### src/sv/spv_pkg.sv
// shared types, codes and constants of the sample voice player
package spv_pkg;

  typedef enum logic [1:0] {
    MODE_LOAD    = 2'd0,
    MODE_START   = 2'd1,
    MODE_PRODUCE = 2'd2
  } mode_e;

  typedef enum logic [2:0] {
    CFG_SAMPLE_LENGTH = 3'd0,
    CFG_START_SPEED   = 3'd1,
    CFG_START_VOLUME  = 3'd2,
    CFG_LOOP_TOTAL    = 3'd3,
    CFG_INTERP_ENABLE = 3'd4,
    CFG_RAMP_INTERVAL = 3'd5,
    CFG_RAMP_VOL_DLT  = 3'd6,
    CFG_RAMP_SPD_DLT  = 3'd7
  } cfg_idx_e;

  typedef enum logic [4:0] {
    ST_IDLE,
    ST_RD_A,
    ST_RD_B,
    ST_MUL_A,
    ST_MUL_B,
    ST_SUM_I,
    ST_MUL_V,
    ST_MIX,
    ST_DIV_N,
    ST_DIV_M,
    ST_RMS,
    ST_RMV,
    ST_RMT,
    ST_RFIN,
    ST_LOOP,
    ST_DIV_W,
    ST_DONE
  } state_e;

  localparam int DIV_WIDTH = 33;
  localparam int DIV_CNT_W = 6;
  localparam logic [DIV_CNT_W-1:0] DIV_STEPS = DIV_CNT_W'(DIV_WIDTH);

  localparam logic [15:0] LOOP_FOREVER = 16'hffff;
  localparam logic [15:0] U16_MAX      = 16'hffff;
  localparam logic [16:0] NSAT_MAX     = 17'h1ffff;
  localparam logic [8:0]  FRAC_FULL    = 9'd255;
  localparam logic signed [17:0] MIX_LO = -18'sd126;
  localparam logic signed [17:0] MIX_HI = 18'sd127;

  typedef struct packed {
    logic                 start;
    logic [DIV_WIDTH-1:0] dividend;
    logic [31:0]          divisor;
  } div_req_t;

  typedef struct packed {
    logic                 busy;
    logic                 done;
    logic [DIV_WIDTH-1:0] quot;
    logic [31:0]          rem;
  } div_rsp_t;

  function automatic logic [15:0] clamp16(input logic signed [35:0] x);
    logic [15:0] r;
    if (x < 36'sd0) r = 16'd0;
    else if (x > $signed({20'd0, U16_MAX})) r = U16_MAX;
    else r = x[15:0];
    return r;
  endfunction

endpackage

### src/sv/spv_div.sv
// restoring divider, one quotient bit per cycle
module spv_div (
  input  logic              clk_i,
  input  logic              rst_ni,
  input  spv_pkg::div_req_t req_i,
  output spv_pkg::div_rsp_t rsp_o
);

  logic                             busy_q;
  logic                             done_q;
  logic [spv_pkg::DIV_CNT_W-1:0]    cnt_q;
  logic [spv_pkg::DIV_WIDTH-1:0]    quo_q;
  logic [31:0]                      rem_q;
  logic [31:0]                      dvs_q;
  logic [32:0]                      trial;
  logic [32:0]                      diff;
  logic                             ge;

  assign trial = {rem_q, quo_q[spv_pkg::DIV_WIDTH-1]};
  assign ge    = trial >= {1'b0, dvs_q};
  assign diff  = trial - {1'b0, dvs_q};

  always_ff @(posedge clk_i or negedge rst_ni) begin
    if (!rst_ni) begin
      busy_q <= 1'b0;
      done_q <= 1'b0;
      cnt_q  <= '0;
    end else begin
      done_q <= 1'b0;
      if (req_i.start) begin
        busy_q <= 1'b1;
        cnt_q  <= spv_pkg::DIV_STEPS;
      end else if (busy_q) begin
        cnt_q <= cnt_q - 1'b1;
        if (cnt_q == spv_pkg::DIV_CNT_W'(1)) begin
          busy_q <= 1'b0;
          done_q <= 1'b1;
        end
      end
    end
  end

  always_ff @(posedge clk_i) begin
    if (req_i.start) begin
      quo_q <= req_i.dividend;
      rem_q <= '0;
      dvs_q <= req_i.divisor;
    end else if (busy_q) begin
      quo_q <= {quo_q[spv_pkg::DIV_WIDTH-2:0], ge};
      rem_q <= ge ? diff[31:0] : trial[31:0];
    end
  end

  assign rsp_o.busy = busy_q;
  assign rsp_o.done = done_q;
  assign rsp_o.quot = quo_q;
  assign rsp_o.rem  = rem_q;

  assert property (@(posedge clk_i) disable iff (!rst_ni) req_i.start |-> !busy_q)
    else $error("divider started while busy");
  assert property (@(posedge clk_i) disable iff (!rst_ni) done_q |-> !busy_q)
    else $error("divider done while still busy");
  assert property (@(posedge clk_i) disable iff (!rst_ni)
    (busy_q && cnt_q == spv_pkg::DIV_CNT_W'(1) && !req_i.start) |=> done_q)
    else $error("divider missed its done pulse");

endmodule

### config.mk
export PLATFORM = sky130hd
export DESIGN_NAME = spv_div
export DESIGN_NICKNAME = d
export VERILOG_FILES = /design/src/sv/spv_pkg.sv /design/src/sv/spv_div.sv
export SDC_FILE = /design/constraint.sdc
export NUM_CORES = 1
export LEC_CHECK = 0
export BUFFER_PORTS_ARGS = -buffer_cell sky130_fd_sc_hd__buf_2
export CORE_ASPECT_RATIO = 0.6
export CORE_MARGIN = 1.5
export CORE_UTILIZATION = 60
export CTS_CLUSTER_DIAMETER = 120
export DETAILED_ROUTE_END_ITERATION = 8
export PLACE_DENSITY = 0.95
export SETUP_SLACK_MARGIN = 0.3
export SLEW_MARGIN = 10
export SYNTH_ARGS = -nofsm -noshare
export SYNTH_HDL_FRONTEND = slang
export SYNTH_SLANG_ARGS = --single-unit
### constraint.sdc
create_clock -name clk_i -period 6.4 [get_ports clk_i]
set_input_delay 1.28 -clock clk_i [delete_from_list [all_inputs] [get_ports clk_i]]
set_output_delay 1.28 -clock clk_i [all_outputs]
set_load 0.01 [all_outputs]
# [After elaboration in Yosys (flattened, before gate mapping)]
# Cells that the tools add are included.
[totals] latchBits=0 out_inout_bits=67 in_bits=68 mem_bits_ro=0 ram_bits=0 elab_cells=22 regBits=105 memories=0
[classes] div=0 magnitude_cmp=1 n_shift=0 reduce_logical=1 n_eq_ne=1 addsub=2 mux=11 n_mul=0 bitwise_logic=0
[op_table] operator="$mux W33" count=2
[op_table] operator="$ge A33 B32 Y1" count=1
[op_table] operator="$mux W32" count=1
[op_table] operator="$sub A32 B32 Y32" count=1
[op_table] operator="$mux W6" count=2
[op_table] operator="$eq A6 B1 Y1 const B" count=1
[op_table] operator="$mux W1" count=6
[op_table] operator="$sub A6 B1 Y6 const B" count=1
[op_table] operator="$reduce_bool A2 Y1" count=1

# [Longest topological paths before layout]
[depth] word_depth=4 ltp_mapped=12 mapped_depth_nobuf=11

# [Least setup slack after synthesis]
# Ideal clock, no wire load.
[synth_timing] path_type="input to register" startpoint="input port req_i[65] (netlist bit)" endpoint="register quo_q[0] (netlist bit) (enable)" cell_stages=4 setup_ps=388 setup_slack_ps=3521 path_buffers=2 t_arrival_ps=2491 required_ps=6012 cell_sequence="clkbuf_1 -> nor2_1 -> clkbuf_1 -> inv_1"
[synth_between] elab_chain_cells=1
[synth_lines] item="from (decl)" line="spv_div.sv:5" source="input spv_pkg::div_req_t req_i,"
[synth_lines] item="$reduce_bool A2 Y1 (no line)"
[synth_lines] item="to (signal assigned)" line="spv_div.sv:45" source="quo_q <= req_i.dividend;"
[synth_lines] item="to (signal assigned)" line="spv_div.sv:49" source="quo_q <= {quo_q[spv_pkg::DIV_WIDTH-2:0], ge};"
[synth_lines] item="to (decl)" line="spv_div.sv:12" source="logic [spv_pkg::DIV_WIDTH-1:0] quo_q;"
# Every way passes these cells.
# A chain may end at the register's enable or synchronous reset.

# [Worst setup path after layout]
[layout_timing] startpoint="register rem_q[25]" endpoint="register quo_q[0] (netlist bit), data pin"
[layout_between] elab_chain_cells=3
[layout_lines] item="from (decl)" line="spv_div.sv:13" source="logic [31:0] rem_q;"
[layout_lines] item="from (signal assigned)" line="spv_div.sv:50" source="rem_q <= ge ? diff[31:0] : trial[31:0];"
[layout_lines] item="$ge A33 B32 Y1" line="spv_div.sv:20" source="assign ge = trial >= {1'b0, dvs_q};"
[layout_lines] item="$mux W33" line="spv_div.sv:48" source="end else if (busy_q) begin"
[layout_lines] item="$mux W33" line="spv_div.sv:44" source="if (req_i.start) begin"
# Every way passes these cells. The select of a mux whose other input is x is not followed.

==> results.ini <==
[sta]
slew_viol_final = 0
tns_ns = 0
setup_slack_ns = 2.95
min_period_ns = 3.45
slew_headroom_pct = 31.5
hold_viol = 0
final.period_utilization_pct = 53.9
setup_violations = 0
worst_pin_slew_ns = 1.02
finClkSkew_ns = 0.0123
fmaxAchievable_mhz = 290
rsz0062_at_grt = false

[critical_path]
worst-path-buf-inv = 0
cp_slowest_stage_delay_ns = 0.81
rr_startpoint = rem_q[25]
setup.worst_path.start = rem_q[25]
startpoint_type = flip-flop
end_kind = flip-flop
crit_cells = 9
slowest_stage = o21ai_4
cpLargestDelayFamily = compound AO/OA/AOI/OAI gates
r2r_cells = 9
cp.required_ns = 6.51
path_max_fanout = 33
crit_arrival_ns = 3.56
crit_chain = ha_1, a21oi_1, nor2b_1, nor3_1, o21ai_0, a221o_1, o21ai_4, nand2_1, mux2_2
critPathKind = flip-flop to flip-flop

[cts]
cts_hold_buffers = 0
cts.reportedPaths.clkPinSlew_ns = 0.07
cts_buffer_depth = 2
clockRootBuffer = clkbuf_16
cts_tree = built
htreeDepth = 3
worst_skew_pair.late_latency_ns = 0.35
cts_sinks = 105
post_cts_buffers = 0
cts_buffers = 9
cts.repair.resized = 0

[finish]
drive_gt1_share_pct = 27.3
fin_cells = 904
n_fill_cell = 777
area_growth_pct = 14.4
diodes = 0
finish.utilization_pct = 70.0
fin_nets = 863

[synth]
synth_nets = 757
syn_area_per_cell_sq_um = 9.85
synth.area.top_cells = edfxtp_1, dfxtp_1, ha_1
synthCells = 654
synth-main-ff-cell = edfxtp_1
netlist_area_sq_um = 6440
ys_seq_elements = 105
yosys_warnings = 0
yosysSeqAreaShare_pct = 43.3
ys_async_sr_fraction_pct = 7.62
synth_edf_count = 65
synth_area_leader_cell = edfxtp_1
netlist.area_leader.share_pct = 30.3
yosysUniqueCellTypes = 73

[global_route]
grt_max_degree = 63
grt_usage_pct = 31.1
grt_pass1_vias = 5524
grt-ovfl-total = 0
grt_pass1_wl_um = 27900
antenna_found_initial = 0

[flow_run]
maxCapViolCount = 0

[run_status]
status = completed

[worst_hold_path]
min_path_cells = 2
min_from = rem_q[7]
hold_class = flip-flop to flip-flop

[power_and_ir_drop]
switching_power_mw = 1.33
p_leak_nw = 3.22
seqPwrFrac_pct = 34.1
internal_power_mw = 1.77
p_sw_share_pct = 42.9
p_comb_share_pct = 48.8
p_clk_share_pct = 17.1
power.density_nw_per_um2 = 419
ir_drop_mv = 0.242

[placed_design]
dp_hpwl_um = 12600
dp_slack_ns = 2.86
portBuffers = 134
place_congestion = 0.948
place_inst = 888

[floorplanning]
die_w_um = 137
core_sq_um = 10500
chipHeight_um = 83.3
rows = 29
start_util_pct = 61.2
design.die.area_sq_um = 11400
num_io_pins = 135

[drt]
firstDrtPassIters = 6
drcViolationCount = 0
wl_per_cell_um = 19.2
routed_wl_um = 17300
drt-vias-per-instance = 6.35
vias = 5744
ant_nets = 0
drt_iter0_markers = 754

==> flip-flops by register name, indices dropped and copies added, names as in the netlist <==
signal and flops:
rem_q 32, quo_q 33, dvs_q 32, done_q 1, cnt_q 6, busy_q 1
==> metal layers <==
layer / up-vias / track usage, % / part of all wire (%)
li1: 2620 / - / -
met1: 2743 / 45.1 / 43
met2: 338 / 47.0 / 45
met3: 43 / 7.75 / 9.8
met4: 0 / 7.27 / 1.9
met5: - / 0 / 0
==> power by group through the flow <==
stage               Sequential (mW)  Clock, mW  Combinational, mW
finish                         1.05      0.529               1.51
global route                   1.08      0.557               1.63
CTS                            1.05      0.531               1.47
detailed placement             1.06          0               1.45
global placement               1.04          0               1.41
floorplan                      1.08          0               1.01
==> cell usage after synthesis (4+ instances only) <==
cell,number
ha_1,34
clkbuf_1,20
a41oi_1,4
nand4_1,11
nor4_1,6
nand3_1,32
a211oi_1,6
and3_1,4
o21a_1,5
buf_4,4
nor3_1,9
nor2_1,55
xnor2_1,18
a21boi_0,5
mux2_2,33
dfrtp_1,8
a21oi_1,33
inv_1,44
buf_6,4
xor2_1,11
o21ai_0,37
buf_2,13
o22ai_1,5
nor2b_1,4
o21bai_1,7
nand2b_1,5
nand2_1,41
dfxtp_1,32
a21o_1,12
edfxtp_1,65
a311oi_1,20
or2_2,4
==> cell families (layout without fill, tap and decap cells) <==
family	count (synthesis)	in the layout	synth area share (%)
compound gates	173	173	19.1
xor+xnor	29	29	3.94
fa+ha+maj	35	35	6.91
buf+inv	86	197	5.96
flops	105	105	43.3
mux	36	36	6.23
simple gates	190	190	14.5
==> worst reg2reg max path, cell delays in order, from the launching register on <==
cell,delay [ns]
dfxtp_1,0.34
ha_1,0.43
a21oi_1,0.22
nor2b_1,0.08
nor3_1,0.20
o21ai_0,0.15
a221o_1,0.42
o21ai_4,0.81
nand2_1,0.23
mux2_2,0.31
==> placed cells by master (no fill, tap or decap), types with 4 or more instances in the layout <==
cell type / n
a41oi_1: 4
o21ai_0: 37
xnor2_1: 18
a211oi_1: 6
a21o_1: 12
nor4_1: 6
buf_4: 4
o21bai_1: 7
ha_1: 34
or2_2: 4
and3_1: 4
nor2b_1: 4
o22ai_1: 5
a311oi_1: 20
nor3_1: 9
a21oi_1: 33
clkbuf_16: 9
nand2b_1: 5
nand2_1: 41
buf_2: 133
edfxtp_1: 65
nand3_1: 32
nor2_1: 54
dfxtp_1: 32
a21boi_0: 5
inv_1: 43
nand4_1: 11
o21a_1: 5
mux2_2: 33
xor2_1: 11
dfrtp_1: 8
==> path summary, 6_finish.rpt <==
check | slack [ns] | to
setup reg to reg | 2.95 | quo_q[0]
max in group asynchronous | 5.48 | cnt_q[3]
hold / removal | 0.53 | rem_q[7]
setup / recovery | 2.95 | quo_q[0]
min in group asynchronous | 0.76 | cnt_q[4]
hold reg to reg | 0.53 | rem_q[7]
==> layout make-up <==
cell class                 instances  area [sq um]  share of cell area, %
inverter                          44           165                   2.24
clock inverter                     5          42.5                  0.577
tap                              139           174                   2.36
timing repair buffer             137           696                   9.44
sequential                       105          2790                   37.9
multi-input combinational        463          3270                   44.3
clock buffer                      11           233                   3.16
==> stage by stage <==
step / power (mW) / hold WS [ns] / area (sq um)
final: 3.09 / 0.528 / 7370
after global routing: 3.26 / 0.555 / 7370
after CTS: 3.05 / 0.526 / 7370
after detailed placement: 2.51 / 0.510 / 7100
after global placement: 2.45 / 0.500 / 7100
after floorplan: 2.10 / 0.480 / 6440
Power figures use the tool's default switching activity.
